<file path="src/rtl/pcfc_pkg.sv">
// ----------------------------------------------------------------------------
// pcfc_pkg
// shared widths, register indexes, phase codes and interface types for the
// parallel camera frame capture block
// ----------------------------------------------------------------------------
package pcfc_pkg;

   // configuration field widths
   localparam int LINE_PIXELS_W = 10;
   localparam int FRAME_LINES_W = 9;
   localparam int PIXEL_BYTES_W = 2;
   localparam int CSR_INDEX_W   = 8;
   localparam int CSR_DATA_W    = 16;

   // result field widths
   localparam int BYTE_W       = 8;
   localparam int BYTE_INDEX_W = 11;
   localparam int LINE_INDEX_W = 9;

   // line length in bytes: up to 1023 pixels times two bytes
   localparam int LINE_LEN_W = 12;

   // parameter defaults
   localparam int MAX_LINE_PIXELS_DEF = 640;
   localparam int MAX_FRAME_LINES_DEF = 480;

   // register indexes
   localparam logic [CSR_INDEX_W-1:0] REG_LINE_PIXELS = 8'd0;
   localparam logic [CSR_INDEX_W-1:0] REG_FRAME_LINES = 8'd1;
   localparam logic [CSR_INDEX_W-1:0] REG_PIXEL_BYTES = 8'd2;

   // register reset values
   localparam logic [LINE_PIXELS_W-1:0] LINE_PIXELS_RST = 10'd160;
   localparam logic [FRAME_LINES_W-1:0] FRAME_LINES_RST = 9'd120;
   localparam logic [PIXEL_BYTES_W-1:0] PIXEL_BYTES_RST = 2'd2;

   // capture phases
   localparam logic [1:0] PH_IDLE  = 2'd0;
   localparam logic [1:0] PH_VSYNC = 2'd1;
   localparam logic [1:0] PH_PLOW  = 2'd2;
   localparam logic [1:0] PH_PHIGH = 2'd3;

   // effective (saturated) frame geometry
   typedef struct packed {
      logic [LINE_LEN_W-1:0]    line_len;
      logic [FRAME_LINES_W-1:0] lines;
   } cfg_type;

   // one pin sample
   typedef struct packed {
      logic              start_req;
      logic              vsync;
      logic              pclk;
      logic [BYTE_W-1:0] bus_byte;
   } sample_type;

   // one captured byte
   typedef struct packed {
      logic                    hit;
      logic [BYTE_W-1:0]       byte_value;
      logic [BYTE_INDEX_W-1:0] byte_index;
      logic [LINE_INDEX_W-1:0] line_index;
      logic                    line_end;
      logic                    frame_end;
   } result_type;

endpackage

</file>
<file path="src/rtl/parallel_camera_frame_capture.sv">
// ----------------------------------------------------------------------------
// parallel_camera_frame_capture
// captures one frame of bytes from sampled parallel camera pins
// ----------------------------------------------------------------------------
// throughput: one request per cycle by the phase/counter update unless rsp stalls
// a waiting result does not block the input register while the result slot is free
// reset: synchronous, active high; clears valids, phase and counters, loads
// register defaults (160 pixels, 120 lines, 2 bytes per pixel)
// ----------------------------------------------------------------------------
module parallel_camera_frame_capture #(
   parameter int MAX_LINE_PIXELS = pcfc_pkg::MAX_LINE_PIXELS_DEF,
   parameter int MAX_FRAME_LINES = pcfc_pkg::MAX_FRAME_LINES_DEF
) (
   input  logic                                clock,
   input  logic                                reset,

   // pin sample requests
   input  logic                                req_valid,
   output logic                                req_ready,
   input  logic                                req_start_req,
   input  logic                                req_vsync,
   input  logic                                req_pclk,
   input  logic [pcfc_pkg::BYTE_W-1:0]         req_bus_byte,

   // captured bytes
   output logic                                rsp_valid,
   input  logic                                rsp_ready,
   output logic [pcfc_pkg::BYTE_W-1:0]         rsp_byte_value,
   output logic [pcfc_pkg::BYTE_INDEX_W-1:0]   rsp_byte_index,
   output logic [pcfc_pkg::LINE_INDEX_W-1:0]   rsp_line_index,
   output logic                                rsp_line_end,
   output logic                                rsp_frame_end,

   // configuration writes
   input  logic                                csr_valid,
   output logic                                csr_ready,
   input  logic [pcfc_pkg::CSR_INDEX_W-1:0]    csr_index,
   input  logic [pcfc_pkg::CSR_DATA_W-1:0]     csr_data
);

   // input register
   logic                   in_valid_ff;
   pcfc_pkg::sample_type   sample_ff;

   // result register
   logic                   rsp_valid_ff;
   pcfc_pkg::result_type   rsp_ff;

   pcfc_pkg::cfg_type      cfg;
   pcfc_pkg::result_type   result;
   logic                   advance;

   // registers are always writable
   assign csr_ready = 1'b1;

   pcfc_csr #(
      .MAX_LINE_PIXELS (MAX_LINE_PIXELS),
      .MAX_FRAME_LINES (MAX_FRAME_LINES)
   ) u_csr (
      .clock    (clock),
      .reset    (reset),
      .wr_en    (csr_valid),
      .wr_index (csr_index),
      .wr_data  (csr_data),
      .cfg      (cfg)
   );

   // the held sample moves on when the result slot is free or being emptied
   assign advance   = in_valid_ff && (!rsp_valid_ff || rsp_ready);
   assign req_ready = !in_valid_ff || advance;

   always_ff @(posedge clock) begin
      if (reset) begin
         in_valid_ff <= 1'b0;
      end else if (req_ready) begin
         in_valid_ff <= req_valid;
      end
   end

   // sample payload, no reset needed
   always_ff @(posedge clock) begin
      if (req_valid && req_ready) begin
         sample_ff.start_req <= req_start_req;
         sample_ff.vsync     <= req_vsync;
         sample_ff.pclk      <= req_pclk;
         sample_ff.bus_byte  <= req_bus_byte;
      end
   end

   pcfc_core u_core (
      .clock  (clock),
      .reset  (reset),
      .step   (advance),
      .sample (sample_ff),
      .cfg    (cfg),
      .result (result)
   );

   // result slot: filled by a captured byte, emptied by the consumer
   always_ff @(posedge clock) begin
      if (reset) begin
         rsp_valid_ff <= 1'b0;
      end else if (advance) begin
         rsp_valid_ff <= result.hit;
      end else if (rsp_ready) begin
         rsp_valid_ff <= 1'b0;
      end
   end

   always_ff @(posedge clock) begin
      if (advance && result.hit) begin
         rsp_ff <= result;
      end
   end

   assign rsp_valid      = rsp_valid_ff;
   assign rsp_byte_value = rsp_ff.byte_value;
   assign rsp_byte_index = rsp_ff.byte_index;
   assign rsp_line_index = rsp_ff.line_index;
   assign rsp_line_end   = rsp_ff.line_end;
   assign rsp_frame_end  = rsp_ff.frame_end;

endmodule

</file>
<file path="src/rtl/pcfc_csr.sv">
// ----------------------------------------------------------------------------
// pcfc_csr
// configuration registers with saturation to the supported frame geometry
// ----------------------------------------------------------------------------
module pcfc_csr #(
   parameter int MAX_LINE_PIXELS = pcfc_pkg::MAX_LINE_PIXELS_DEF,
   parameter int MAX_FRAME_LINES = pcfc_pkg::MAX_FRAME_LINES_DEF
) (
   input  logic                              clock,
   input  logic                              reset,
   input  logic                              wr_en,
   input  logic [pcfc_pkg::CSR_INDEX_W-1:0]  wr_index,
   input  logic [pcfc_pkg::CSR_DATA_W-1:0]   wr_data,
   output pcfc_pkg::cfg_type                 cfg
);

   logic [pcfc_pkg::LINE_PIXELS_W-1:0] line_pixels_ff;
   logic [pcfc_pkg::FRAME_LINES_W-1:0] frame_lines_ff;
   logic [pcfc_pkg::PIXEL_BYTES_W-1:0] pixel_bytes_ff;

   logic [pcfc_pkg::LINE_LEN_W-1:0]    px_wide;
   logic [pcfc_pkg::LINE_LEN_W-1:0]    px_sat;
   logic [pcfc_pkg::FRAME_LINES_W+1:0] ln_wide;
   logic [pcfc_pkg::FRAME_LINES_W+1:0] ln_sat;
   logic                               two_bytes;

   always_ff @(posedge clock) begin
      if (reset) begin
         line_pixels_ff <= pcfc_pkg::LINE_PIXELS_RST;
         frame_lines_ff <= pcfc_pkg::FRAME_LINES_RST;
         pixel_bytes_ff <= pcfc_pkg::PIXEL_BYTES_RST;
      end else if (wr_en) begin
         case (wr_index)
            pcfc_pkg::REG_LINE_PIXELS: begin
               line_pixels_ff <= wr_data[pcfc_pkg::LINE_PIXELS_W-1:0];
            end
            pcfc_pkg::REG_FRAME_LINES: begin
               frame_lines_ff <= wr_data[pcfc_pkg::FRAME_LINES_W-1:0];
            end
            pcfc_pkg::REG_PIXEL_BYTES: begin
               pixel_bytes_ff <= wr_data[pcfc_pkg::PIXEL_BYTES_W-1:0];
            end
            default: begin
            end
         endcase
      end
   end

   // saturate to 1..max, 0 and 1 bytes per pixel act as one, 2 and 3 as two
   always_comb begin
      px_wide = pcfc_pkg::LINE_LEN_W'(line_pixels_ff);
      if (px_wide == '0) begin
         px_sat = pcfc_pkg::LINE_LEN_W'(1);
      end else if (px_wide > pcfc_pkg::LINE_LEN_W'(MAX_LINE_PIXELS)) begin
         px_sat = pcfc_pkg::LINE_LEN_W'(MAX_LINE_PIXELS);
      end else begin
         px_sat = px_wide;
      end

      ln_wide = (pcfc_pkg::FRAME_LINES_W+2)'(frame_lines_ff);
      if (ln_wide == '0) begin
         ln_sat = (pcfc_pkg::FRAME_LINES_W+2)'(1);
      end else if (ln_wide > (pcfc_pkg::FRAME_LINES_W+2)'(MAX_FRAME_LINES)) begin
         ln_sat = (pcfc_pkg::FRAME_LINES_W+2)'(MAX_FRAME_LINES);
      end else begin
         ln_sat = ln_wide;
      end

      two_bytes    = pixel_bytes_ff[1];
      cfg.line_len = two_bytes ? {px_sat[pcfc_pkg::LINE_LEN_W-2:0], 1'b0} : px_sat;
      cfg.lines    = ln_sat[pcfc_pkg::FRAME_LINES_W-1:0];
   end

endmodule

</file>
<file path="src/rtl/pcfc_core.sv">
// ----------------------------------------------------------------------------
// pcfc_core
// capture phase sequencer and byte / line counters, one sample per step
// ----------------------------------------------------------------------------
module pcfc_core (
   input  logic                   clock,
   input  logic                   reset,
   input  logic                   step,
   input  pcfc_pkg::sample_type   sample,
   input  pcfc_pkg::cfg_type      cfg,
   output pcfc_pkg::result_type   result
);

   logic [1:0]                            phase_ff, phase_in;
   logic [pcfc_pkg::BYTE_INDEX_W-1:0]     byte_count_ff, byte_count_in;
   logic [pcfc_pkg::LINE_INDEX_W-1:0]     line_count_ff, line_count_in;

   logic [pcfc_pkg::LINE_LEN_W-1:0]       byte_next;
   logic [pcfc_pkg::FRAME_LINES_W:0]      line_next;
   logic                                  lend;
   logic                                  fend;

   always_comb begin
      byte_next = pcfc_pkg::LINE_LEN_W'(byte_count_ff) + pcfc_pkg::LINE_LEN_W'(1);
      line_next = (pcfc_pkg::FRAME_LINES_W+1)'(line_count_ff)
                + (pcfc_pkg::FRAME_LINES_W+1)'(1);
      lend      = byte_next >= cfg.line_len;
      fend      = lend && (line_next >= (pcfc_pkg::FRAME_LINES_W+1)'(cfg.lines));

      phase_in      = phase_ff;
      byte_count_in = byte_count_ff;
      line_count_in = line_count_ff;

      result.hit        = 1'b0;
      result.byte_value = sample.bus_byte;
      result.byte_index = byte_count_ff;
      result.line_index = line_count_ff;
      result.line_end   = lend;
      result.frame_end  = fend;

      case (phase_ff)
         pcfc_pkg::PH_IDLE: begin
            // arming sample only arms
            if (sample.start_req) begin
               phase_in      = pcfc_pkg::PH_VSYNC;
               byte_count_in = '0;
               line_count_in = '0;
            end
         end
         pcfc_pkg::PH_VSYNC: begin
            if (!sample.vsync) begin
               phase_in = pcfc_pkg::PH_PLOW;
            end
         end
         pcfc_pkg::PH_PHIGH: begin
            if (sample.pclk) begin
               phase_in = pcfc_pkg::PH_PLOW;
            end
         end
         default: begin
            // waiting for pclk low: take a byte
            if (!sample.pclk) begin
               result.hit = 1'b1;
               if (fend) begin
                  phase_in      = pcfc_pkg::PH_IDLE;
                  byte_count_in = '0;
                  line_count_in = '0;
               end else begin
                  phase_in = pcfc_pkg::PH_PHIGH;
                  if (lend) begin
                     byte_count_in = '0;
                     line_count_in = line_next[pcfc_pkg::LINE_INDEX_W-1:0];
                  end else begin
                     byte_count_in = byte_next[pcfc_pkg::BYTE_INDEX_W-1:0];
                  end
               end
            end
         end
      endcase

      if (!step) begin
         result.hit = 1'b0;
      end
   end

   always_ff @(posedge clock) begin
      if (reset) begin
         phase_ff      <= pcfc_pkg::PH_IDLE;
         byte_count_ff <= '0;
         line_count_ff <= '0;
      end else if (step) begin
         phase_ff      <= phase_in;
         byte_count_ff <= byte_count_in;
         line_count_ff <= line_count_in;
      end
   end

endmodule

</file>
<file path="config.mk">
export PLATFORM = sky130hd
export DESIGN_NAME = parallel_camera_frame_capture
export DESIGN_NICKNAME = d
export VERILOG_FILES = /design/src/rtl/pcfc_pkg.sv /design/src/rtl/parallel_camera_frame_capture.sv /design/src/rtl/pcfc_csr.sv /design/src/rtl/pcfc_core.sv
export SDC_FILE = /design/constraint.sdc
export NUM_CORES = 1
export LEC_CHECK = 0
export BUFFER_PORTS_ARGS = -buffer_cell sky130_fd_sc_hd__buf_4
export CELL_PAD_IN_SITES_DETAIL_PLACEMENT = 1
export CELL_PAD_IN_SITES_GLOBAL_PLACEMENT = 1
export CORE_AREA = 4 4 107 109
export CTS_CLUSTER_SIZE = 25
export DETAILED_ROUTE_END_ITERATION = 12
export DIE_AREA = 0 0 111 113
export PLACE_DENSITY = 0.73
export RECOVER_POWER = 50
export SYNTH_ARGS = -nofsm -noshare
export SYNTH_HDL_FRONTEND = slang
export SYNTH_SLANG_ARGS = --single-unit
</file>
<file path="constraint.sdc">
create_clock -name clock -period 3.2 [get_ports clock]
set_clock_uncertainty 0.1 [all_clocks]
set_input_delay 0.16 -clock clock [delete_from_list [all_inputs] [get_ports clock]]
set_output_delay 0.16 -clock clock [all_outputs]
set_load 0.05 [all_outputs]
</file>
==> run metrics, run 1 <==
hpwl dp slightly below 7000 µm; metal2 WL roughly 5500 µm; arrival time at the worst endpoint approximately 3.3 ns; Critical Path RT about 3.4 ns; ANT cells 0; storage element area about 2100 µm²; GRT Util Overall between 10% and 20%; post-route ant nets 0; fin nets roughly 530; largest net degree at the start of global routing 32; DR WL met3 237 µm; Fillers about 1.2k; DRT Pass-1 Iters 4; Die Y 113 µm; top routing layer used met4; area occupied by multi-input gates between 1500 and 2000 µm²; DRT met1 WL just over 4000 µm; P_leak ~2 nW; #FFs+latches synth 85; Slowest Stage Delay on Critical Path just over 0.4 ns; f_max between 0.3 and 0.4 GHz; sequential share of the synthesized area between 50% and 60%; Hold Path End in_valid_ff; R2R depth 13; Max-Cap Viols 0; Synth Cell Area approximately 4000 µm²; pre-CTS setup slack -0.116 ns; routed length per instance about 16 µm; Post-Syn Nets 421; Remaining Overflow, GRT 0; Crit Path Class reg2reg; vias per cell around 5; Slew Viols, Final 0; worst-path maximum fanout 6; crit path time final between 3 and 4 ns; outcome finished clean; Worst-Margin Slew 0.765 ns; ys flop type dfxtp_1; Final Setup Violations 0; PwrDens ~400 nW/µm²; IO Port Bufs 65; Clock Latency Late Sink about 0.37 ns; H-tree depth 3; DRC 0; Final WS setup 0.0791 ns; 1st-iter DRT viols approximately 110; Design Area, Final 5200 µm²; Syn Area/Cell between 10 and 15 µm²; asr flop ratio synth 0%; Power Total 2.08 mW; first-pass GRT wire length roughly 16000 µm; Clock Tree Buf Depth 2; Peak VDD IR about 0.21 mV; Synth Instances 359; CP most frequent cell nor4_2; top cells by area, synth edfxtp_1 (31%), dfxtp_1 (22%), ha_1 (6.9%); Synth Warn # 0; critical path cell sequence nor4_2 -> nand2_1 -> o21a_1 -> o21ai_2 -> buf_4 -> a31oi_1 -> ha_1 -> nand4_1 -> nor4_2 -> a311oi_4 -> buf_6 -> or3_4 -> o221ai_2; clock root buffer master clkbuf_8; dpl cell area about 4800 µm²; Worst Hold Class in2reg; gpl congestion 0.800; chip width 111 µm; I/O pin cnt 73; initial core utilization a little under two fifths; routed via count roughly 3k; Hold Path Stages 2; Setup crit start kind flip-flop; # rows 38; area grow syn2layout 29.7%; drt total wl 9950 µm; initial antenna violation count 0; Worst slew margin approximately 49%; Core Region 10600 µm²; Total Neg Setup Slack 0 ns; CP endpoint kind flip-flop; post-synth top area share a little under a third; TritonCTS Buffers 9; clk sinks 85; leading area contributor after synthesis edfxtp_1; Reg2Reg Launch Point u_csr.line_pixels_ff[6]; CTS tree done; Clk pin slew, worst setup/hold paths ~0.090 ns; period utilization between 90 and 100%; EDFF count, synth 41; die area 12500 µm²; worst reg2reg endpoint u_core.line_count_ff[5]; Crit-path slowest cell or3_4; min-delay src reset; r2r setup slk about 0.079 ns; Hold Violations, Final 0; vias in the first global route 3305; unrepaired setup endpoints after global routing yes; share of layout cells above drive strength 1 22.1%; post-synth cell types 55
state kept, by name, indices dropped and copies added (netlist names):
| register | flops |
|---|---|
| rsp_byte_index | 11 |
| sample_ff | 11 |
| u_core.byte_count_ff | 11 |
| u_csr.line_pixels_ff | 10 |
| rsp_line_index | 9 |
| u_core.line_count_ff | 9 |
| u_csr.frame_lines_ff | 9 |
| rsp_byte_value | 8 |
| u_core.phase_ff | 2 |
| in_valid_ff | 1 |
| rsp_frame_end | 1 |
| rsp_line_end | 1 |
| rsp_valid | 1 |
| u_csr.pixel_bytes_ff | 1 |
synth_stat cells (7+ instances only):
| master | number |
|---|---|
| a21oi_1 | 12 |
| dfxtp_1 | 44 |
| edfxtp_1 | 41 |
| ha_1 | 22 |
| inv_1 | 17 |
| mux2i_1 | 18 |
| nand2_1 | 29 |
| nand3_1 | 12 |
| nor2_1 | 39 |
| nor2b_1 | 7 |
| nor4_1 | 9 |
| xnor2_1 | 13 |
| xor2_1 | 11 |
report_power, final:
| group | switching, mW | internal (mW) | leakage [nW] | total (mW) |
|---|---|---|---|---|
| sequential | 0.0102 | 1.15 | 0.760 | 1.16 |
| combinational | 0.0534 | 0.0648 | 1.19 | 0.118 |
| clock | 0.434 | 0.370 | 0.0968 | 0.804 |
| total | 0.497 | 1.58 | 2.05 | 2.08 |
timing repair:
| action | in CTS | in global routing |
|---|---|---|
| resized for setup | 3 | 17 |
| gates cloned | 0 | 1 |
| hold endpoints to repair | 29 | 0 |
| pin swaps | 1 | 11 |
| hold buffers | 23 | 0 |
| setup buffers | 1 | 0 |
| endpoints found under the setup margin | 24 | 23 |
cells in the final DEF (no fill, tap or decap), drive strengths merged, types with 18 or more instances in the layout:
| cell type | instances |
|---|---|
| buf | 45 |
| clkbuf | 53 |
| dfxtp | 44 |
| dlygate4sd3 | 23 |
| edfxtp | 41 |
| ha | 22 |
| inv | 20 |
| mux2i | 18 |
| nand2 | 29 |
| nor2 | 40 |
metal layers:
metal  GRT usage [%]  up-vias
li1                -     1523
met1            16.3     1497
met2            31.2       46
met3            3.69       12
met4            5.99        0
met5               0        -
metrics by stage:
| stage | std cells | hold slack [ns] | utilization (%) |
|---|---|---|---|
| after global placement | 576 | 0.239 | 45.2 |
| after global routing | 616 | 0.0564 | 49.0 |
| final | 616 | 0.0595 | 49.0 |
| after floorplan | 359 | 0.159 | - |
| after CTS | 616 | 0.0368 | 49.4 |
| after detailed placement | 576 | 0.240 | 45.2 |
kinds of logic (layout without fill, tap and decap cells):
| group | after synthesis | after routing | synth area share [%] |
|---|---|---|---|
| buffers and inverters | 28 | 145 | 3.34 |
| AND/OR/NAND/NOR | 124 | 124 | 15.7 |
| adder cells (fa/ha/maj) | 22 | 22 | 6.86 |
| multiplexers | 24 | 24 | 6.18 |
| XOR/XNOR | 24 | 24 | 5.24 |
| flip-flops | 85 | 85 | 52.7 |
| other | 1 | 1 | 0.0935 |
| AO/OA/AOI/OAI | 51 | 51 | 9.92 |
critical path: cells and delay by family, from the launching register on:
family                   cells  cell delay [ns]
AO/OA/AOI/OAI                5             0.70
adder cells (fa/ha/maj)      1             0.32
buffers and inverters        2             0.31
AND/OR/NAND/NOR              5             1.28
flip-flops                   1             0.34
worst max path at each step:
stage | endpoint | depth (start not counted) | slack, ns | from
5_1_grt | u_core.line_count_ff[5] | 13 | -0.07 | u_csr.line_pixels_ff[6]
6_report | u_core.line_count_ff[5] | 13 | 0.08 | u_csr.line_pixels_ff[6]
2_1_floorplan | u_core.line_count_ff[5] | 13 | 0.12 | u_csr.line_pixels_ff[3]
3_3_place_gp | u_core.line_count_ff[5] | 14 | -0.04 | u_csr.line_pixels_ff[3]
3_5_place_dp | u_core.phase_ff[0] | 14 | -0.12 | u_csr.line_pixels_ff[3]
4_1_cts | u_core.line_count_ff[5] | 14 | 0.02 | u_core.byte_count_ff[1]
cell type report:
cell class	count	share of cell area (%)
multi-input combinational	246	35.5
clock buffer	9	2.38
clock inverter	7	1.54
sequential	85	40.7
tap	140	3.37
timing repair buffer	112	15.2
inverter	17	1.23
No activity file was read; power rests on OpenSTA's default activity.
==> run 2, diff against run 1 <==
- CORE_AREA: 4 4 107 109 -> 4 4 101 103
- DIE_AREA: 0 0 111 113 -> 0 0 105 107
- PLACE_DENSITY: 0.73 -> 0.78
- clock period: 3.2 -> 3.46 ns (I/O delays scaled with it)
==> run 2 against run 1 <==
  * Power fell by 11%
  * Non-clock buffer count fell by 14
  * Highest routed layer unchanged
  * Cell count fell by 7.0%
  * Critical path depth rose by 1
  * Register-to-register slack improved by 0.19 ns
  * First-iteration DRC count fell by 29%
==> run metrics, run 2 (same netlist as run 1, synthesis figures left out) <==
outcome finished clean; hpwl dp approximately 6600 µm; area occupied by multi-input gates 1820 µm²; Psw 461 µW; ANT cells 0; Hold Violations, Final 0; Worst-Margin Slew approximately 1.1 ns; Clock Tree Buf Depth 2; first-pass GRT wire length between 15000 and 20000 µm; crit path buf inv count 2; TritonCTS Buffers 9; DRT Pass-1 Iters 4; I/O pin cnt 73; post-route ant nets 0; Clk pin slew, worst setup/hold paths 0.10 ns; most common cell after layout, fill and taps aside dfxtp_1; Crit Path Class reg2reg; f_max around 0.31 GHz; Worst slew margin 28.4%; Slew Viols, Final 0; Max-Cap Viols 0; CP delay by family, top compound AO/OA/AOI/OAI gates; critical path cell sequence nand3_2 -> or2_4 -> nor2_8 -> nand3_1 -> xnor2_1 -> ha_1 -> a21o_1 -> a21oi_1 -> o21ai_1 -> a311oi_4 -> buf_4 -> a21oi_2 -> buf_4 -> o221ai_2; crit path time final between 3 and 4 ns; arrival time at the worst endpoint between 3 and 4 ns; Slowest Stage Delay on Critical Path between 0.4 and 0.5 ns; switching share of power between 20 and 25%; largest net degree at the start of global routing 32; Core Region roughly 9200 µm²; CP most frequent cell buf_4; Fillers between 1k and 1.5k; share of layout cells above drive strength 1 between 10% and 20%; CTS tree done; clock root buffer master clkbuf_8; initial antenna violation count 0; vias per cell roughly 5.3; 1st-iter DRT viols 75; Critical Path RT roughly 3.7 ns; Total Neg Setup Slack 0 ns; Crit-path slowest cell dfxtp_1; Final Setup Violations 0; clk sinks 85; chip width between 100 and 150 µm; CP endpoint kind flip-flop; PwrDens ~370 nW/µm²; most frequent cells in the layout dfxtp_1 (43), edfxtp_1 (41), nor2_1 (38); area grow syn2layout 24.7%; Die Y around 110 µm; GRT Util Overall 16.7%; drt total wl between 8000 and 9000 µm; clock share of power between 30 and 40%; P_leak between 1.5 and 2 nW; initial core utilization between 40% and 50%; vias in the first global route 3229; H-tree depth 3; Clock Latency Late Sink approximately 0.36 ns; Design Area, Final between 4000 and 5000 µm²; gpl congestion slightly above 0.8; Comb pwr share 5.3%; fin util 54.4%; period utilization between 90 and 100%; Peak VDD IR between 0.15 and 0.2 mV; routed length per instance 15.7 µm; routed via count approximately 3k; fin nets 519; dpl cell area approximately 4700 µm²; unrepaired setup endpoints after global routing no; Remaining Overflow, GRT 0; cell internal pwr around 1.4 mW; die area between 10000 and 15000 µm²; Flop pwr share roughly 58%; # rows 35; worst-path maximum fanout 9; storage element area 2110 µm²; Worst Hold Class in2reg; DRC 0; IO Port Bufs 65; Setup crit start kind flip-flop
run 2: changes by cell type in the layout (fill, tap and decap cells not counted), moves of 2 or more:
| cell | change |
|---|---|
| ha_1 | +2 |
| inv_8 | +3 |
| inv_6 | -2 |
| dfxtp_1 | +2 |
| buf_6 | -3 |
| buf_4 | -8 |
run 2: routing by layer:
layer / vias up / part of all wire [%] / global-route usage (%) / wire length, µm
met4: 0 / 0.87 / 5.90 / 78
met1: 1462 / 44 / 19.5 / 3990
met3: 6 / 3.6 / 3.49 / 321
met5: - / 0 / 0 / 0
li1: 1495 / - / - / -
met2: 52 / 51 / 30.2 / 4580
run 2: path summary, 6_finish.rpt:
path	start	to	slack [ns]	depth (start not counted)
setup / recovery	u_core.byte_count_ff[2]	u_core.line_count_ff[2]	0.27	14
hold / removal	rsp_ready	rsp_valid	0.04	4
setup reg to reg	u_core.byte_count_ff[2]	u_core.line_count_ff[2]	0.27	14
hold reg to reg	sample_ff[6]	rsp_byte_value[6]	0.33	0
run 2: area by class of cell:
| type | count | area share [%] |
|---|---|---|
| Multi-Input combinational cell | 246 | 36.4 |
| Clock buffer | 9 | 2.48 |
| Tap cell | 111 | 2.78 |
| Timing Repair Buffer | 98 | 13.5 |
| Sequential cell | 85 | 42.3 |
| Inverter | 17 | 1.28 |
| Clock inverter | 7 | 1.35 |
run 2: power groups by stage:
stage	combinational, mW	sequential (mW)	clock (mW)
after floorplan	0.0359	1.09	0
after global placement	0.0749	1.09	0
after detailed placement	0.0777	1.09	0
after CTS	0.0983	1.07	0.713
after global routing	0.108	1.07	0.755
final	0.0988	1.07	0.689
run 2: per-stage QoR:
stage / worst slack, ns / power (mW) / hold slack, ns / cells
final: 0.274 / 1.86 / 0.0420 / 573
after global routing: 0.00371 / 1.94 / 0.0477 / 573
after CTS: 0.0428 / 1.88 / 0.0339 / 572
after detailed placement: 0.0591 / 1.17 / 0.253 / 534
after global placement: 0.162 / 1.17 / 0.252 / 534
after floorplan: 0.375 / 1.13 / 0.172 / 359
run 2: repair_timing:
item | 4_1_cts | 5_1_grt
setup buffers | 0 | 1
hold endpoints to repair | 28 | 0
resized for setup | 0 | 9
hold buffers | 22 | 0
setup endpoints to repair | 0 | 24
run 2: worst reg2reg max path: stages, from the launching register on:
cell	delay [ns]
dfxtp_1	0.47
nand3_2	0.15
or2_4	0.31
nor2_8	0.16
nand3_1	0.11
xnor2_1	0.16
ha_1	0.32
a21o_1	0.20
a21oi_1	0.14
o21ai_1	0.11
a311oi_4	0.26
buf_4	0.21
a21oi_2	0.07
buf_4	0.18
o221ai_2	0.16
